**config.mk**
```make
export PLATFORM = sky130hd
export DESIGN_NAME = parallel_io_port_controller_flat
export DESIGN_NICKNAME = d
export VERILOG_FILES = /design/src/design/pio_pkg.sv /design/src/design/pio_if.sv /design/src/design/parallel_io_port_controller.sv /design/src/flat_wrapper.sv
export SDC_FILE = /design/constraint.sdc
export NUM_CORES = 1
export LEC_CHECK = 0
export ABC_AREA = 1
export CAP_MARGIN = 40
export CORE_UTILIZATION = 50
export CTS_CLUSTER_SIZE = 20
export DETAILED_ROUTE_END_ITERATION = 7
export DONT_BUFFER_PORTS = 1
export PLACE_DENSITY = 0.7
export SLEW_MARGIN = 30
export SYNTH_ARGS = -nofsm -noshare
export SYNTH_HDL_FRONTEND = slang
export SYNTH_SLANG_ARGS = --single-unit
export TNS_END_PERCENT = 50
```
**constraint.sdc**
```tcl
create_clock -name clk -period 3.9 [get_ports clk]
set_clock_uncertainty 0.1 [all_clocks]
set_input_delay 0.39 -clock clk [delete_from_list [all_inputs] [get_ports clk]]
set_output_delay 0.39 -clock clk [all_outputs]
set_load 0.01 [all_outputs]
```
**src/design/pio_pkg.sv**
```systemverilog
// Package with the types, codes and port state functions of the parallel I/O controller.
`timescale 1ns / 1ps
`default_nettype none

package pio_pkg;

  typedef enum logic [1:0] {
    FUNC_READ   = 2'd0,
    FUNC_WRITE  = 2'd1,
    FUNC_STROBE = 2'd2,
    FUNC_NONE   = 2'd3
  } func_t;

  typedef enum logic [1:0] {
    MODE_OUT    = 2'd0,
    MODE_IN     = 2'd1,
    MODE_BIDIR  = 2'd2,
    MODE_BITCTL = 2'd3
  } mode_t;

  typedef enum logic [1:0] {
    NEXT_ANY  = 2'd0,
    NEXT_DIR  = 2'd1,
    NEXT_MASK = 2'd2
  } next_t;

  typedef enum logic [1:0] {
    SENSE_OR_LOW   = 2'd0,
    SENSE_OR_HIGH  = 2'd1,
    SENSE_AND_LOW  = 2'd2,
    SENSE_AND_HIGH = 2'd3
  } sense_t;

  localparam logic [3:0] CW_MODE   = 4'hf;
  localparam logic [3:0] CW_ICW    = 4'h7;
  localparam logic [3:0] CW_ENABLE = 4'h3;
  localparam int unsigned ICW_ENABLE_BIT = 7;
  localparam int unsigned ICW_MASK_BIT   = 4;

  typedef struct packed {
    mode_t       mode;
    logic [7:0]  icw;
    logic        ien;
    logic        ipend;
    logic        matched;
    logic [7:0]  dir;
    logic [7:0]  mask;
    logic [7:0]  olat;
    logic [7:0]  ilat;
    logic        rdy;
    logic        stb;
    next_t       nxt;
    logic [7:0]  vec;
  } port_t;

  typedef port_t [1:0] ports_t;

  typedef struct packed {
    logic [7:0] rdata;
    logic [7:0] drive_a;
    logic       drive_a_valid;
    logic [7:0] drive_b;
    logic       drive_b_valid;
    logic       ready_a;
    logic       ready_b;
    logic       int_req;
  } result_t;

  localparam port_t PORT_RST = '{
    mode:    MODE_IN,
    icw:     8'h00,
    ien:     1'b0,
    ipend:   1'b0,
    matched: 1'b0,
    dir:     8'h00,
    mask:    8'hff,
    olat:    8'h00,
    ilat:    8'h00,
    rdy:     1'b0,
    stb:     1'b0,
    nxt:     NEXT_ANY,
    vec:     8'h00
  };

  // Bit-control match of one port; a new match sets the pending flag.
  function automatic port_t port_eval(port_t s);
    port_t      r;
    logic [7:0] data;
    logic [7:0] m;
    logic       hit;
    r    = s;
    m    = ~s.mask;
    data = ((s.ilat & s.dir) | (s.olat & ~s.dir)) & m;
    case (sense_t'(s.icw[6:5]))
      SENSE_OR_LOW:  hit = (data != m);
      SENSE_OR_HIGH: hit = (data != 8'h00);
      SENSE_AND_LOW: hit = (data == 8'h00);
      default:       hit = (data == m);
    endcase
    if (s.mode == MODE_BITCTL) begin
      if (!s.matched && hit) begin
        r.ipend = 1'b1;
      end
      r.matched = hit;
    end
    return r;
  endfunction

  function automatic ports_t eval_all(ports_t s);
    ports_t r;
    r[0] = port_eval(s[0]);
    r[1] = port_eval(s[1]);
    return r;
  endfunction

  function automatic logic irq_of(ports_t s);
    return (s[0].ien & s[0].ipend) | (s[1].ien & s[1].ipend);
  endfunction

endpackage

`default_nettype wire

```
**src/design/pio_if.sv**
```systemverilog
// Channel interfaces for the input and result beats of the parallel I/O controller.
`timescale 1ns / 1ps
`default_nettype none

interface pio_in_if;
  logic       valid;
  logic       ready;
  logic [1:0] func;
  logic [1:0] address;
  logic [7:0] wdata;
  logic       strobe_level;
  logic [7:0] pins_a;
  logic [7:0] pins_b;

  modport source (
    output valid, func, address, wdata, strobe_level, pins_a, pins_b,
    input  ready
  );
  modport sink (
    input  valid, func, address, wdata, strobe_level, pins_a, pins_b,
    output ready
  );
endinterface

interface pio_out_if;
  logic       valid;
  logic       ready;
  logic [7:0] rdata;
  logic [7:0] drive_a;
  logic       drive_a_valid;
  logic [7:0] drive_b;
  logic       drive_b_valid;
  logic       ready_a;
  logic       ready_b;
  logic       int_req;

  modport source (
    output valid, rdata, drive_a, drive_a_valid, drive_b, drive_b_valid,
           ready_a, ready_b, int_req,
    input  ready
  );
  modport sink (
    input  valid, rdata, drive_a, drive_a_valid, drive_b, drive_b_valid,
           ready_a, ready_b, int_req,
    output ready
  );
endinterface

`default_nettype wire

```
**src/design/parallel_io_port_controller.sv**
```systemverilog
// Two-port parallel I/O controller: bus reads, bus writes and strobe events.
// Each input beat on in_ch is one bus read, one bus write or one strobe level
// change, carried with the current pin values of both ports. Every input beat
// yields exactly one result beat on out_ch with the read data, the values
// driven onto the port pins during that beat, both ready levels and the
// interrupt request level.
// The result of a beat accepted at one clock edge is registered and presented
// from the next edge on. Throughput is one beat per cycle while the receiver
// takes results; all work happens in the logic between the port state
// registers and the result register.
// When the receiver stalls, the result register holds its beat and in_ch.ready
// drops until that beat is taken, so no result is lost or repeated.
// A synchronous reset puts both ports in input mode with the mask at all ones,
// clears all other state and the interrupt request, and empties the result
// register.
`timescale 1ns / 1ps
`default_nettype none

module parallel_io_port_controller
  import pio_pkg::*;
(
  input  wire logic   clk,
  input  wire logic   rst_n,
  pio_in_if.sink      in_ch,
  pio_out_if.source   out_ch
);

  ports_t          state_r;
  ports_t          state_nxt;
  logic            int_line_r;
  logic            int_line_nxt;
  result_t         res_r;
  result_t         res_nxt;
  logic            out_valid_r;
  logic            accept;
  logic            p;
  logic [1:0][7:0] pins;
  logic [1:0][7:0] drv_val;
  logic [1:0]      drv_hit;
  logic [7:0]      rd;
  logic [7:0]      wd;

  assign in_ch.ready = !out_valid_r || out_ch.ready;
  assign accept      = in_ch.valid && in_ch.ready;
  assign p           = in_ch.address[0];
  assign wd          = in_ch.wdata;
  assign pins        = {in_ch.pins_b, in_ch.pins_a};

  always_comb begin
    state_nxt    = state_r;
    int_line_nxt = int_line_r;
    drv_val      = '0;
    drv_hit      = '0;
    rd           = 8'h00;
    unique case (func_t'(in_ch.func))
      FUNC_READ: begin
        if (in_ch.address[1]) begin
          rd = {state_r[0].icw[7:6], 2'b00, state_r[1].icw[7:4]};
        end else begin
          unique case (state_r[p].mode)
            MODE_OUT: begin
              rd = state_r[p].olat;
            end
            MODE_IN: begin
              if (!state_r[p].stb) begin
                state_nxt[p].ilat = pins[p];
              end
              rd                = state_nxt[p].ilat;
              state_nxt[p].rdy  = 1'b1;
            end
            MODE_BIDIR: begin
              rd               = state_r[p].ilat;
              state_nxt[1].rdy = 1'b1;
            end
            MODE_BITCTL: begin
              state_nxt[p].ilat = pins[p];
              rd = (pins[p] & state_r[p].dir) | (state_r[p].olat & ~state_r[p].dir);
            end
          endcase
        end
      end
      FUNC_WRITE: begin
        if (in_ch.address[1]) begin
          unique case (state_r[p].nxt)
            NEXT_ANY: begin
              if (!wd[0]) begin
                state_nxt[p].vec                 = wd;
                state_nxt[p].icw[ICW_ENABLE_BIT] = 1'b1;
                state_nxt[p].ien                 = 1'b1;
                state_nxt                        = eval_all(state_nxt);
                int_line_nxt                     = irq_of(state_nxt);
              end else if (wd[3:0] == CW_MODE) begin
                unique case (mode_t'(wd[7:6]))
                  MODE_OUT: begin
                    drv_val[p]        = state_r[p].olat;
                    drv_hit[p]        = 1'b1;
                    state_nxt[p].rdy  = 1'b1;
                    state_nxt[p].mode = MODE_OUT;
                  end
                  MODE_IN: begin
                    state_nxt[p].mode = MODE_IN;
                  end
                  MODE_BIDIR: begin
                    if (!p) begin
                      state_nxt[p].mode = MODE_BIDIR;
                    end
                  end
                  MODE_BITCTL: begin
                    if (!p || state_r[0].mode != MODE_BIDIR) begin
                      state_nxt[p].rdy = 1'b0;
                    end
                    state_nxt[p].ien     = 1'b0;
                    state_nxt            = eval_all(state_nxt);
                    int_line_nxt         = irq_of(state_nxt);
                    state_nxt[p].matched = 1'b0;
                    state_nxt[p].nxt     = NEXT_DIR;
                    state_nxt[p].mode    = MODE_BITCTL;
                  end
                endcase
              end else if (wd[3:0] == CW_ICW) begin
                state_nxt[p].icw = wd;
                if (wd[ICW_MASK_BIT]) begin
                  state_nxt[p].ien     = 1'b0;
                  state_nxt[p].ipend   = 1'b0;
                  state_nxt            = eval_all(state_nxt);
                  int_line_nxt         = irq_of(state_nxt);
                  state_nxt[p].matched = 1'b0;
                  state_nxt[p].nxt     = NEXT_MASK;
                end
              end else if (wd[3:0] == CW_ENABLE) begin
                state_nxt[p].icw[ICW_ENABLE_BIT] = wd[ICW_ENABLE_BIT];
                state_nxt[p].ien                 = wd[ICW_ENABLE_BIT];
                state_nxt                        = eval_all(state_nxt);
                int_line_nxt                     = irq_of(state_nxt);
              end
            end
            NEXT_DIR, NEXT_MASK: begin
              if (state_r[p].nxt == NEXT_DIR) begin
                state_nxt[p].dir = wd;
              end else begin
                state_nxt[p].mask = wd;
              end
              state_nxt[p].ien = state_r[p].icw[ICW_ENABLE_BIT];
              state_nxt        = eval_all(state_nxt);
              int_line_nxt     = irq_of(state_nxt);
              state_nxt[p].nxt = NEXT_ANY;
            end
            default: begin
            end
          endcase
        end else begin
          state_nxt[p].olat = wd;
          unique case (state_r[p].mode)
            MODE_OUT: begin
              drv_val[p]       = wd;
              drv_hit[p]       = 1'b1;
              state_nxt[p].rdy = 1'b1;
            end
            MODE_IN: begin
            end
            MODE_BIDIR: begin
              if (!state_r[p].stb) begin
                drv_val[p] = wd;
                drv_hit[p] = 1'b1;
              end
              state_nxt[p].rdy = 1'b1;
            end
            MODE_BITCTL: begin
              drv_val[p] = state_r[p].dir | (wd & ~state_r[p].dir);
              drv_hit[p] = 1'b1;
            end
          endcase
        end
      end
      FUNC_STROBE: begin
        if (state_r[0].mode == MODE_BIDIR) begin
          if (state_r[p].rdy) begin
            if (state_r[p].stb && !in_ch.strobe_level) begin
              if (!p) begin
                drv_val[0] = state_r[0].olat;
                drv_hit[0] = 1'b1;
              end else begin
                state_nxt[0].ilat = pins[0];
              end
            end else if (!state_r[p].stb && in_ch.strobe_level) begin
              state_nxt[p].ipend = 1'b1;
              state_nxt          = eval_all(state_nxt);
              int_line_nxt       = irq_of(state_nxt);
              state_nxt[p].rdy   = 1'b0;
            end
          end
        end else if (state_r[p].mode == MODE_OUT) begin
          if (state_r[p].rdy && !state_r[p].stb && in_ch.strobe_level) begin
            state_nxt[p].ipend = 1'b1;
            state_nxt          = eval_all(state_nxt);
            int_line_nxt       = irq_of(state_nxt);
            state_nxt[p].rdy   = 1'b0;
          end
        end else if (state_r[p].mode == MODE_IN) begin
          if (!in_ch.strobe_level) begin
            state_nxt[p].ilat = pins[p];
          end else if (!state_r[p].stb) begin
            state_nxt[p].ipend = 1'b1;
            state_nxt          = eval_all(state_nxt);
            int_line_nxt       = irq_of(state_nxt);
            state_nxt[p].rdy   = 1'b0;
          end
        end
        state_nxt[p].stb = in_ch.strobe_level;
      end
      FUNC_NONE: begin
      end
    endcase

    res_nxt.rdata         = rd;
    res_nxt.drive_a       = drv_val[0];
    res_nxt.drive_a_valid = drv_hit[0];
    res_nxt.drive_b       = drv_val[1];
    res_nxt.drive_b_valid = drv_hit[1];
    res_nxt.ready_a       = state_nxt[0].rdy;
    res_nxt.ready_b       = state_nxt[1].rdy;
    res_nxt.int_req       = int_line_nxt;
  end

  always_ff @(posedge clk) begin
    if (!rst_n) begin
      state_r     <= {PORT_RST, PORT_RST};
      int_line_r  <= 1'b0;
      out_valid_r <= 1'b0;
    end else begin
      if (accept) begin
        state_r     <= state_nxt;
        int_line_r  <= int_line_nxt;
        out_valid_r <= 1'b1;
      end else if (out_ch.ready) begin
        out_valid_r <= 1'b0;
      end
    end
  end

  always_ff @(posedge clk) begin
    if (accept) begin
      res_r <= res_nxt;
    end
  end

  assign out_ch.valid         = out_valid_r;
  assign out_ch.rdata         = res_r.rdata;
  assign out_ch.drive_a       = res_r.drive_a;
  assign out_ch.drive_a_valid = res_r.drive_a_valid;
  assign out_ch.drive_b       = res_r.drive_b;
  assign out_ch.drive_b_valid = res_r.drive_b_valid;
  assign out_ch.ready_a       = res_r.ready_a;
  assign out_ch.ready_b       = res_r.ready_b;
  assign out_ch.int_req       = res_r.int_req;

endmodule

`default_nettype wire

```
**src/flat_wrapper.sv**
```systemverilog
// flat-port wrapper written by rule: the top's interface ports become plain ports
module parallel_io_port_controller_flat import pio_pkg::*;
  (clk, rst_n, in_ch_valid, in_ch_func, in_ch_address, in_ch_wdata, in_ch_strobe_level, in_ch_pins_a, in_ch_pins_b, in_ch_ready, out_ch_valid, out_ch_rdata, out_ch_drive_a, out_ch_drive_a_valid, out_ch_drive_b, out_ch_drive_b_valid, out_ch_ready_a, out_ch_ready_b, out_ch_int_req, out_ch_ready);
  pio_in_if in_ch_i ();
  pio_out_if out_ch_i ();
  input  wire logic clk;
  input  wire logic rst_n;
  input wire logic [$bits(in_ch_i.valid)-1:0] in_ch_valid;
  input wire logic [$bits(in_ch_i.func)-1:0] in_ch_func;
  input wire logic [$bits(in_ch_i.address)-1:0] in_ch_address;
  input wire logic [$bits(in_ch_i.wdata)-1:0] in_ch_wdata;
  input wire logic [$bits(in_ch_i.strobe_level)-1:0] in_ch_strobe_level;
  input wire logic [$bits(in_ch_i.pins_a)-1:0] in_ch_pins_a;
  input wire logic [$bits(in_ch_i.pins_b)-1:0] in_ch_pins_b;
  output wire logic [$bits(in_ch_i.ready)-1:0] in_ch_ready;
  output wire logic [$bits(out_ch_i.valid)-1:0] out_ch_valid;
  output wire logic [$bits(out_ch_i.rdata)-1:0] out_ch_rdata;
  output wire logic [$bits(out_ch_i.drive_a)-1:0] out_ch_drive_a;
  output wire logic [$bits(out_ch_i.drive_a_valid)-1:0] out_ch_drive_a_valid;
  output wire logic [$bits(out_ch_i.drive_b)-1:0] out_ch_drive_b;
  output wire logic [$bits(out_ch_i.drive_b_valid)-1:0] out_ch_drive_b_valid;
  output wire logic [$bits(out_ch_i.ready_a)-1:0] out_ch_ready_a;
  output wire logic [$bits(out_ch_i.ready_b)-1:0] out_ch_ready_b;
  output wire logic [$bits(out_ch_i.int_req)-1:0] out_ch_int_req;
  input wire logic [$bits(out_ch_i.ready)-1:0] out_ch_ready;
  assign in_ch_i.valid = in_ch_valid;
  assign in_ch_i.func = in_ch_func;
  assign in_ch_i.address = in_ch_address;
  assign in_ch_i.wdata = in_ch_wdata;
  assign in_ch_i.strobe_level = in_ch_strobe_level;
  assign in_ch_i.pins_a = in_ch_pins_a;
  assign in_ch_i.pins_b = in_ch_pins_b;
  assign in_ch_ready = in_ch_i.ready;
  assign out_ch_valid = out_ch_i.valid;
  assign out_ch_rdata = out_ch_i.rdata;
  assign out_ch_drive_a = out_ch_i.drive_a;
  assign out_ch_drive_a_valid = out_ch_i.drive_a_valid;
  assign out_ch_drive_b = out_ch_i.drive_b;
  assign out_ch_drive_b_valid = out_ch_i.drive_b_valid;
  assign out_ch_ready_a = out_ch_i.ready_a;
  assign out_ch_ready_b = out_ch_i.ready_b;
  assign out_ch_int_req = out_ch_i.int_req;
  assign out_ch_i.ready = out_ch_ready;
  parallel_io_port_controller u_core (.clk(clk), .rst_n(rst_n), .in_ch(in_ch_i), .out_ch(out_ch_i));
endmodule
```
# After elaboration in Yosys (flattened, before gate mapping)
# Index checks and enable logic that the tools add are counted.
# W data, S select, Z words.
[totals]
regBits = 145
in_bits = 33
out_inout_bits = 31
elab_cells = 683
[classes]
magnitude_cmp = 2
n_eq_ne = 80
n_mux = 371
bitwise_logic = 106
n_reduce_logical = 87
[op_table]
columns = ["operator", "count"]
rows = [
  ["$mux W114", 33],
  ["$bwmux W114", 32],
  ["$demux W57 S1", 14],
  ["$pmux W114 S4", 1],
  ["$pmux W114 S3", 1],
  ["$and A8 B8 Y8", 39],
  ["$pmux W114 S2", 1],
  ["$mux W2", 106],
  ["$not A8 Y8", 25],
  ["$mux W57", 3],
  ["$pmux W68 S2", 1],
  ["$mux W1", 123],
  ["$or A8 B8 Y8", 14],
  ["$mux W55", 2],
  ["$eq A8 B8 Y1", 12],
  ["$logic_not A8 Y1", 12],
  ["$mux W16", 6],
  ["$ne A8 B8 Y1", 12],
  ["$reduce_bool A8 Y1", 12],
  ["$mux W94", 1],
  ["$pmux W45 S2", 1],
  ["$mux W8", 11],
  ["$eq A2 B2 Y1 const B", 31],
  ["$mux W20", 3],
  ["other kinds (40)", 150],
]

# Longest topological paths before layout
# Gate-level depths: netlist of run 1.
[logic_depth]
ltp_word = 43
mapped_depth = 34
mapped_depth_nobuf = 27

# Worst setup path after synthesis of run 1
# OpenSTA, ideal clock, no wires.
[synth_path]
kind = "input port to flip-flop"
start = "input port in_ch_address[0]"
end = "register u_core.res_r, in the netlist u_core.out_ch.int_req, data pin"
arrival_time_ns = 3.619
slack_ns = -0.070
cell_stages = 29
n_path_buf = 9
path_cell_list = "buf_6 > buf_4 > buf_2 > buf_2 > buf_2 > buf_2 > buf_2 > nor2_1 > a21oi_1 > inv_1 > ha_1 > buf_4 > nor2_1 > buf_4 > nor2_1 > a21oi_1 > nand2_1 > nand2_1 > nor2_1 > nand3_1 > nand3_1 > nand3_1 > a21oi_1 > nor2_1 > nand2_1 > nand2_1 > nand2_1 > nand2_1 > inv_1"
[synth_between]
elab_chain_len = 39
word_cells_on_any_way = 506
[synth_lines]
columns = ["item", "line", "rtl"]
rows = [
  ["start, declared", "flat_wrapper.sv:10", "input wire logic [$bits(in_ch_i.address)-1:0] in_ch_address;"],
  ["$demux W57 S1 / $logic_not A1 Y1 (equally long branches)", "n/a", ""],
  ["$bwmux W114 / $logic_or A1 B1 Y1 (equally long branches)", "parallel_io_port_controller.sv:110, parallel_io_port_controller.sv:109", ""],
  ["$mux W114", "parallel_io_port_controller.sv:109", "if (!p || state_r[0].mode != MODE_BIDIR) begin"],
  ["$mux W114", "parallel_io_port_controller.sv:93", "unique case (mode_t'(wd[7:6]))"],
  ["$mux W114", "parallel_io_port_controller.sv:92", "end else if (wd[3:0] == CW_MODE) begin"],
  ["$mux W114", "parallel_io_port_controller.sv:86", "if (!wd[0]) begin"],
  ["$mux W114", "parallel_io_port_controller.sv:84", "unique case (state_r[p].nxt)"],
  ["$mux W114", "parallel_io_port_controller.sv:83", "if (in_ch.address[1]) begin"],
  ["[24 not listed]", "n/a", ""],
  ["$or A1 B1 Y1", "pio_pkg.sv:117", "return (s[0].ien & s[0].ipend) | (s[1].ien & s[1].ipend);"],
  ["$mux W1", "parallel_io_port_controller.sv:93", ""],
  ["$mux W1", "parallel_io_port_controller.sv:92", ""],
  ["$mux W1", "parallel_io_port_controller.sv:86", ""],
  ["$pmux W1 S2", "parallel_io_port_controller.sv:84", ""],
  ["$mux W1", "parallel_io_port_controller.sv:83", ""],
  ["$pmux W1 S2 *", "parallel_io_port_controller.sv:55", "unique case (func_t'(in_ch.func))"],
  ["named net u_core.int_line_nxt", "parallel_io_port_controller.sv:31", "logic int_line_nxt;"],
  ["end signal, assigned", "parallel_io_port_controller.sv:243", "res_r <= res_nxt;"],
  ["end, declared", "parallel_io_port_controller.sv:32", "result_t res_r;"],
]
# The timed path passes the listed nets; every way through them passes the cells marked *. The select of a mux whose other input is x is not followed.
# A chain may end at the register's enable or synchronous reset.

# Final worst setup path of run 1
[layout_path]
start = "register u_core.state_r[9] (netlist bit)"
end = "register u_core.res_r, in the netlist u_core.out_ch.int_req, data pin"
[layout_between]
elab_chain_len = 28
word_cells_on_any_way = 67
[layout_lines]
columns = ["item", "line", "rtl"]
rows = [
  ["start, declared", "parallel_io_port_controller.sv:28", "ports_t state_r;"],
  ["start signal, assigned", "parallel_io_port_controller.sv:227", "state_r <= {PORT_RST, PORT_RST};"],
  ["start signal, assigned", "parallel_io_port_controller.sv:232", "state_r <= state_nxt;"],
  ["$mux W57 * (2 in series)", "n/a", ""],
  ["$eq A2 B1 Y1", "parallel_io_port_controller.sv:84, parallel_io_port_controller.sv:138", ""],
  ["$mux W114", "parallel_io_port_controller.sv:138", "if (state_r[p].nxt == NEXT_DIR) begin"],
  ["$mux W114", "parallel_io_port_controller.sv:84", ""],
  ["$mux W114", "parallel_io_port_controller.sv:83", ""],
  ["$mux W114", "parallel_io_port_controller.sv:55", ""],
  ["$bwmux W114", "parallel_io_port_controller.sv:143", "state_nxt[p].ien = state_r[p].icw[ICW_ENABLE_BIT];"],
  ["$not A8 Y8", "pio_pkg.sv:93", "data = ((s.ilat & s.dir) | (s.olat & ~s.dir)) & m;"],
  ["[12 not listed]", "n/a", ""],
  ["$mux W2", "parallel_io_port_controller.sv:83", ""],
  ["$mux W2", "parallel_io_port_controller.sv:55", ""],
  ["$and A1 B1 Y1", "pio_pkg.sv:117", ""],
  ["$or A1 B1 Y1", "pio_pkg.sv:117", ""],
  ["$pmux W1 S2 *", "parallel_io_port_controller.sv:84", ""],
  ["$mux W1 *", "parallel_io_port_controller.sv:83", ""],
  ["$pmux W1 S2 *", "parallel_io_port_controller.sv:55", ""],
  ["named net u_core.int_line_nxt", "parallel_io_port_controller.sv:31", ""],
]
# Marks and branches as above.

==> out/results.txt, run 1 <==
Status - finished with violations
Failing checks - design-rule violations
Crit path top cell by count - nand2_1
Initial antenna violation count - 2
Die W - 152.7 µm
Synth warn - 0
GRT Overall Usage - 45.01%
Drt first pass iters - 8
RSZ-0062 raised after global routing - false
IO Count - 64
#FFs+latches synth - 120
NetSw - 0.001338 W
Top layer in use - met5
Worst Min Path Start - out_ch_ready
Die Y - 152.7 µm
Worst Path Class, Setup - register to register
Post-Synth XOR/XNOR Area - 0%
Num rows - 54
Detail Placement HPWL - 37900 µm
Least-Margin Pin Slew - 888.7 ps
Root Driver - clkbuf_16
# DRC - 7
Slowest CP cell - ha_2
Most frequent cells in the layout - 582 x nand2_1, 222 x o21ai_0, 203 x a21oi_1
Pleak - 4.914 nW
Layout cells sized above 1 - 5.757%
Worst reg2reg startpoint - u_core.state_r[9]
Hold path depth - 3
DR vias/cell - 6.511
Gr ovfl total - 0
Routability cong. - 1.045
CP cell instances - inv_1 -> nor2_1 -> a21oi_1 -> ha_2 -> nand2_2 -> nand2_1 -> nand2_1 -> o21ai_0 -> o21ai_0 -> nor2_1 -> nand2_1 -> nand2_1 -> nand3_1 -> nand3_1 -> nand2_1 -> nand2_1 -> nand2_1 -> nor2_1 -> nand2_1 -> nand2_1 -> nand2_1 -> nand2_1 -> inv_1
DR iter-0 viols - 1879
Cells on worst reg2reg path - 23
Post-route cell area - 12180 µm²
Vias - 14380
Initial Util - 51.55%
Hold path endpoint - u_core.out_ch.valid
Worst-Skew Late Latency - 440 ps
Critical Path Max Stage Delay - 470 ps
Max VDD drop - 0.2482 mV
Int Pwr - 0.002477 W
Drt wl/cell - 24.09 µm
Core area - 22030 µm²
Fraction of power consumed by combinational cells - 21.1%
Setup Fix Bufs, Post-CTS - 0
Fin util - 55.28%
Num CTS Buffers - 17
Switching portion of total power - 35.08%
Clock tree buffer depth - 2
Largest family of logic cells by synthesized area - simple AND/OR/NAND/NOR gates
Element type at the critical path start - register
MaxCap Viol Count - 0
Final TNS setup - 0 ps
Met3 WL - 6951 µm
Netlist cell types - 50
Max Fclk - 0.2814 GHz
N_diodes - 0
Worst-path clk slew - 70 ps
Crit path max fanout - 11
Post-synthesis mux area share - 0%
Post-synthesis cell count - 1972
Most common cell after layout, fill and taps aside - nand2_1
Die Footprint - 23320 µm²
Vias in the first global route - 12970
Port Buffers - 0
Power per standard cell area - 313.3 nW/µm²
Mapped Area - 11350 µm²
Endpoints failing hold - 0
Final Cycle Share - 91.13%
H-tree lvl count - 4
Met2 wire len - 22680 µm
Met1 Wirelength - 20440 µm
Global-route wire length before repair - 79180 µm
Sequential-to-total area share from yosys stat - 23.71%
Routed wire length - 53190 µm
Adder-cell share of the synthesized area - 1.322%
Path type of the worst min-delay path - input port to register
Worst path required time - 3990 ps
Largest net degree at the start of global routing - 124
Worst setup EP type - register
Hold WS - 143.4 ps
Pins Over Slew Limit - 0
Final setup vio count - 0
Area growth syn-to-layout - 7.240%
Placed inst area - 11540 µm²
Slew Limit Headroom - 40.56%
Critical Path AT - 3650 ps
R2R Path End - u_core.out_ch.int_req
Sequential power share - 35.8%
Post-Syn Nets - 2017
Non-Filler Instances - 2208
Synth Area in Compound Gates - 31.46%
Post-DRT Antenna Nets - 0
Fin crit period - 3554 ps
Post-Synth Simple-Gate Area - 31.50%
CTS tree - built
Clock Sinks - 120
Clock power share - 43.1%
Placed Cells - 2173
Final #Nets - 1960
Flop2flop setup slack - 350 ps
Avg Cell Area, Syn - 5.758 µm²
[cell type report]
type                            count  area (µm²)
Clock inverter                     13       131.4
Inverter                          208       785.8
Multi-Input combinational cell   1514        7310
Tap cell                          280       350.3
Sequential cell                   120        2693
Clock buffer                       19       454.2
Fill cell                        2337        9849
Timing Repair Buffer               54       452.9
[per-layer routing]
layer	GRT usage (%)	vias up
met5	0	-
met4	25.69	2
met3	11.26	205
met2	68.17	1031
met1	58.18	6584
li1	-	6554
[power by group through the flow]
| stage | logic [W] | registers (W) | clock network, W |
|---|---|---|---|
| finish | 0.000807 | 0.00136 | 0.00164 |
| global route | 0.000862 | 0.00137 | 0.00168 |
| CTS | 0.000767 | 0.00136 | 0.00164 |
| detailed placement | 0.000761 | 0.00139 | 0 |
| global placement | 0.000755 | 0.00139 | 0 |
| floorplan | 0.000550 | 0.00137 | 0 |
[what timing repair did]
| item | CTS | global route |
|---|---|---|
| gates resized for setup | 0 | 1 |
| endpoints found under the setup margin | 0 | 2 |
| hold buffers | 1 | 0 |
| hold endpoints to repair | 12 | 0 |
[worst max-delay path: cells and delay by family, from the launching register on]
| family | cells | cell delay [ps] |
|---|---|---|
| adders and majority gates | 1 | 470 |
| and+or+nand+nor | 17 | 1500 |
| buffers and inverters | 2 | 130 |
| DFF | 1 | 340 |
| AOI/OAI and AO/OA | 3 | 770 |
[worst max path at each step]
stage / slack [ps] / cells past startpoint / end / start
after floorplan: 30 / 33 / u_core.out_ch.int_req / in_ch_address[0]
after global placement: 280 / 22 / u_core.out_ch.int_req / in_ch_address[0]
after detailed placement: 230 / 22 / u_core.out_ch.int_req / in_ch_address[0]
after CTS: 230 / 23 / u_core.out_ch.int_req / u_core.state_r[9]
after global routing: 90 / 25 / u_core.out_ch.int_req / u_core.state_r[9]
final: 350 / 23 / u_core.out_ch.int_req / u_core.state_r[9]
[through the flow]
stage	setup slack [ps]	total power [W]
after floorplan	29.95	0.001925
final	346.0	0.003815
after global routing	87.39	0.003913
after CTS	228.3	0.003771
after detailed placement	231.2	0.002151
after global placement	278.5	0.002145
[cell families (layout without fill, tap and decap cells)]
group	after synthesis	in the layout
and+or+nand+nor	878	878
AOI/OAI and AO/OA	624	624
buffers and inverters	338	294
DFF	120	120
adders and majority gates	12	12
[sequential cells by signal, indices dropped and copies added (netlist names), 8 cells and up]
register	count
u_core.out_ch.drive_a	8
u_core.out_ch.drive_b	8
u_core.out_ch.rdata	8
u_core.state_r	89
[cells in the mapped netlist, drive strengths merged]
cell type	count	area [µm²]
a31oi	6	37.54
a2111oi	1	8.760
o31ai	4	30.03
nand4	6	37.54
a21oi	204	1025
o21bai	2	15.01
o221ai	12	105.1
nor2	131	533.0
ha	12	150.1
nand2	585	2206
a32oi	4	35.03
buf	43	249.0
o21a	4	30.03
a221oi	4	35.03
or2	1	6.260
o32ai	3	26.28
o2111ai	1	8.760
a211oi	1	7.510
nor3	20	116.4
a32o	1	10.01
o311ai	4	35.03
a22oi	44	330.3
o21ai	232	1169
a21boi	2	15.01
dfxtp	91	1822
o211ai	42	315.3
inv	204	770.7
o22a	1	8.760
o22ai	52	325.3
nand3	133	665.6
edfxtp	29	870.8
clkinv	4	15.01
clkbuf	87	327.8
nor4	2	12.51
Power figures use the tool's default switching activity.
==> run 2, diff against run 1 <==
--- a/config.mk
+++ b/config.mk
@@ -7,11 +7,11 @@
 export LEC_CHECK = 0
 export ABC_AREA = 1
 export CAP_MARGIN = 40
-export CORE_UTILIZATION = 50
+export CORE_UTILIZATION = 30
 export CTS_CLUSTER_SIZE = 20
 export DETAILED_ROUTE_END_ITERATION = 7
 export DONT_BUFFER_PORTS = 1
-export PLACE_DENSITY = 0.7
+export PLACE_DENSITY = 0.47
 export SLEW_MARGIN = 30
 export SYNTH_ARGS = -nofsm -noshare
 export SYNTH_HDL_FRONTEND = slang
==> out/results.txt, run 2 (synthesized netlist as in run 1, its figures left out) <==
Vias - 14180 (-1.4%)
Endpoints failing hold - 0 (unchanged)
Pleak - 4.980 nW (+1.4%)
Num CTS Buffers - 17 (unchanged)
Core area - 36960 µm² (+68%)
Gr ovfl total - 0 (unchanged)
Most common cell after layout, fill and taps aside - nand2_1
CP cell instances - inv_1 -> nor2_1 -> a21oi_1 -> inv_1 -> ha_2 -> nor2_1 -> o22ai_1 -> o21ai_0 -> nor2_1 -> nand2_1 -> nand2_1 -> nand3_1 -> nand2_1 -> nand2_1 -> nand2_1 -> nor2_1 -> nand2_1 -> nand2_1 -> nand2_1 -> nand2_1 -> inv_1
Post-route cell area - 12590 µm² (+3.4%)
Num rows - 70 (+30%)
Max VDD drop - 0.3211 mV (+29%)
Worst path top cell family by delay - simple AND/OR/NAND/NOR gates
Final #Nets - 1973 (+0.66%)
Clock Sinks - 120 (unchanged)
Sequential power share - 34.8% (-1.0 points)
Clock tree buffer depth - 2 (unchanged)
RSZ-0062 raised after global routing - false
Non-Filler Instances - 2446 (+11%)
Critical Path Max Stage Delay - 500 ps (+30 ps)
Vias in the first global route - 13270 (+2.4%)
Layout cells sized above 1 - 6.440% (+0.68 points)
Final Cycle Share - 89.91% (-1.2 points)
# DRC - 0 (-7)
Die W - 196.5 µm (+29%)
Global-route wire length before repair - 87640 µm (+11%)
Crit path max fanout - 10 (-1)
Placed inst area - 11940 µm² (+3.4%)
Critical path buffers and inverters - 3 (+1)
Worst setup EP type - register
Initial Util - 30.72% (-21 points)
Hold path depth - 2 (-1)
Port Buffers - 0 (unchanged)
Fin crit period - 3506 ps (-47.51 ps)
Die Footprint - 38630 µm² (+66%)
Power per standard cell area - 311.7 nW/µm² (-0.50%)
Area growth syn-to-layout - 10.89%
Final setup vio count - 0 (unchanged)
Placed Cells - 2411 (+11%)
Post-DRT Antenna Nets - 0 (unchanged)
MaxCap Viol Count - 0 (unchanged)
Status - completed
Path type of the worst min-delay path - input port to register
Final TNS setup - 0 ps (unchanged)
Switching portion of total power - 34.38% (-0.70 points)
Pins Over Slew Limit - 0 (unchanged)
Max reg flops - 89 (unchanged)
Fin util - 34.07% (-21 points)
CTS tree - built
GRT Overall Usage - 30.59% (-14 points)
Crit path depth - 21 (-8.7%)
Drt first pass iters - 6 (-2)
Root Driver - clkbuf_16
Routability cong. - 0.9785 (-6.4%)
Top reg by flops - u_core.state_r
Worst-Skew Late Latency - 450 ps (about the same)
Clock power share - 44.1% (+1.0 points)
Element type at the critical path start - register
NetSw - 0.001349 W (+0.82%)
Detail Placement HPWL - 42990 µm (+13%)
Worst Path Class, Setup - register to register
Worst-path clk slew - 60 ps (about the same)
Most frequent cells in the layout - 582 x nand2_1, 222 x o21ai_0, 203 x a21oi_1
DR vias/cell - 5.796 (-11%)
Max Fclk - 0.2852 GHz (+1.4%)
DR iter-0 viols - 1576 (-16%)
Routed wire length - 58700 µm (+10%)
Critical Path AT - 3610 ps (-40 ps)
Initial antenna violation count - 2 (unchanged)
Slowest CP cell - nor2_1
Crit path top cell by count - nand2_1
Worst path required time - 4010 ps (+20 ps)
Cells on worst reg2reg path - 21 (-8.7%)
Die Y - 196.5 µm (+29%)
Least-Margin Pin Slew - 889.7 ps (+1.008 ps)
Total power - 0.003925 W (+2.9%)
IO Count - 64 (unchanged)
Fraction of power consumed by combinational cells - 21.2% (about the same)
Drt wl/cell - 24.00 µm (-0.38%)
Slew Limit Headroom - 40.62% (+0.063 points)
Largest net degree at the start of global routing - 124 (unchanged)
H-tree lvl count - 4 (unchanged)
Int Pwr - 0.002576 W (+4.0%)
Fillers - 4203 (+80%)
## run 2: layout make-up
| type | instances | area, µm² | area share, % |
|---|---|---|---|
| Antenna cell | 1 | 2.502 | 0.01987 |
| Tap cell | 504 | 630.6 | 5.008 |
| Timing Repair Buffer | 67 | 555.5 | 4.412 |
| Clock inverter | 14 | 175.2 | 1.391 |
| Inverter | 208 | 785.8 | 6.241 |
| Multi-Input combinational cell | 1514 | 7310 | 58.05 |
| Sequential cell | 120 | 2693 | 21.39 |
| Clock buffer | 18 | 439.2 | 3.488 |
## run 2: path summary, 6_finish.rpt
path	slack (ps)	to	from
max	390	u_core.out_ch.int_req	u_core.state_r[8]
min	50	u_core.out_ch.valid	rst_n
max reg2reg	390	u_core.out_ch.int_req	u_core.state_r[8]
min reg2reg	390	u_core.state_r[45]	u_core.state_r[45]
## run 2: per-layer routing
metal | vias up | routed length (µm) | track usage, %
li1 | 6583 | - | -
met3 | 117 | 5063 | 4.877
met2 | 723 | 26240 | 48.62
met5 | - | 0 | 0
met1 | 6755 | 25410 | 41.52
met4 | 0 | 1989 | 11.28
## run 2: power groups by stage
stage / Combinational [W] / Sequential (W) / Clock (W)
after CTS: 0.000813 / 0.00136 / 0.00175
after floorplan: 0.000550 / 0.00137 / 0
final: 0.000831 / 0.00136 / 0.00173
after global routing: 0.000897 / 0.00137 / 0.00180
after global placement: 0.000804 / 0.00139 / 0
after detailed placement: 0.000806 / 0.00139 / 0
## run 2: repair_timing
item / 4_1_cts / 5_1_grt
endpoints found under the setup margin: 0 / 2
hold endpoints to repair: 12 / 0
resized for setup: 0 / 1
hold buffers: 1 / 0
setup buffers: 0 / 0
## run 2: per-stage QoR
stage / hold slack, ps / setup WS [ps]
global route: 66.19 / 101.3
CTS: 109.6 / 335.8
finish: 52.78 / 393.5
floorplan: 361.6 / 29.95
global placement: 364.5 / 334.6
detailed placement: 372.3 / 339.8
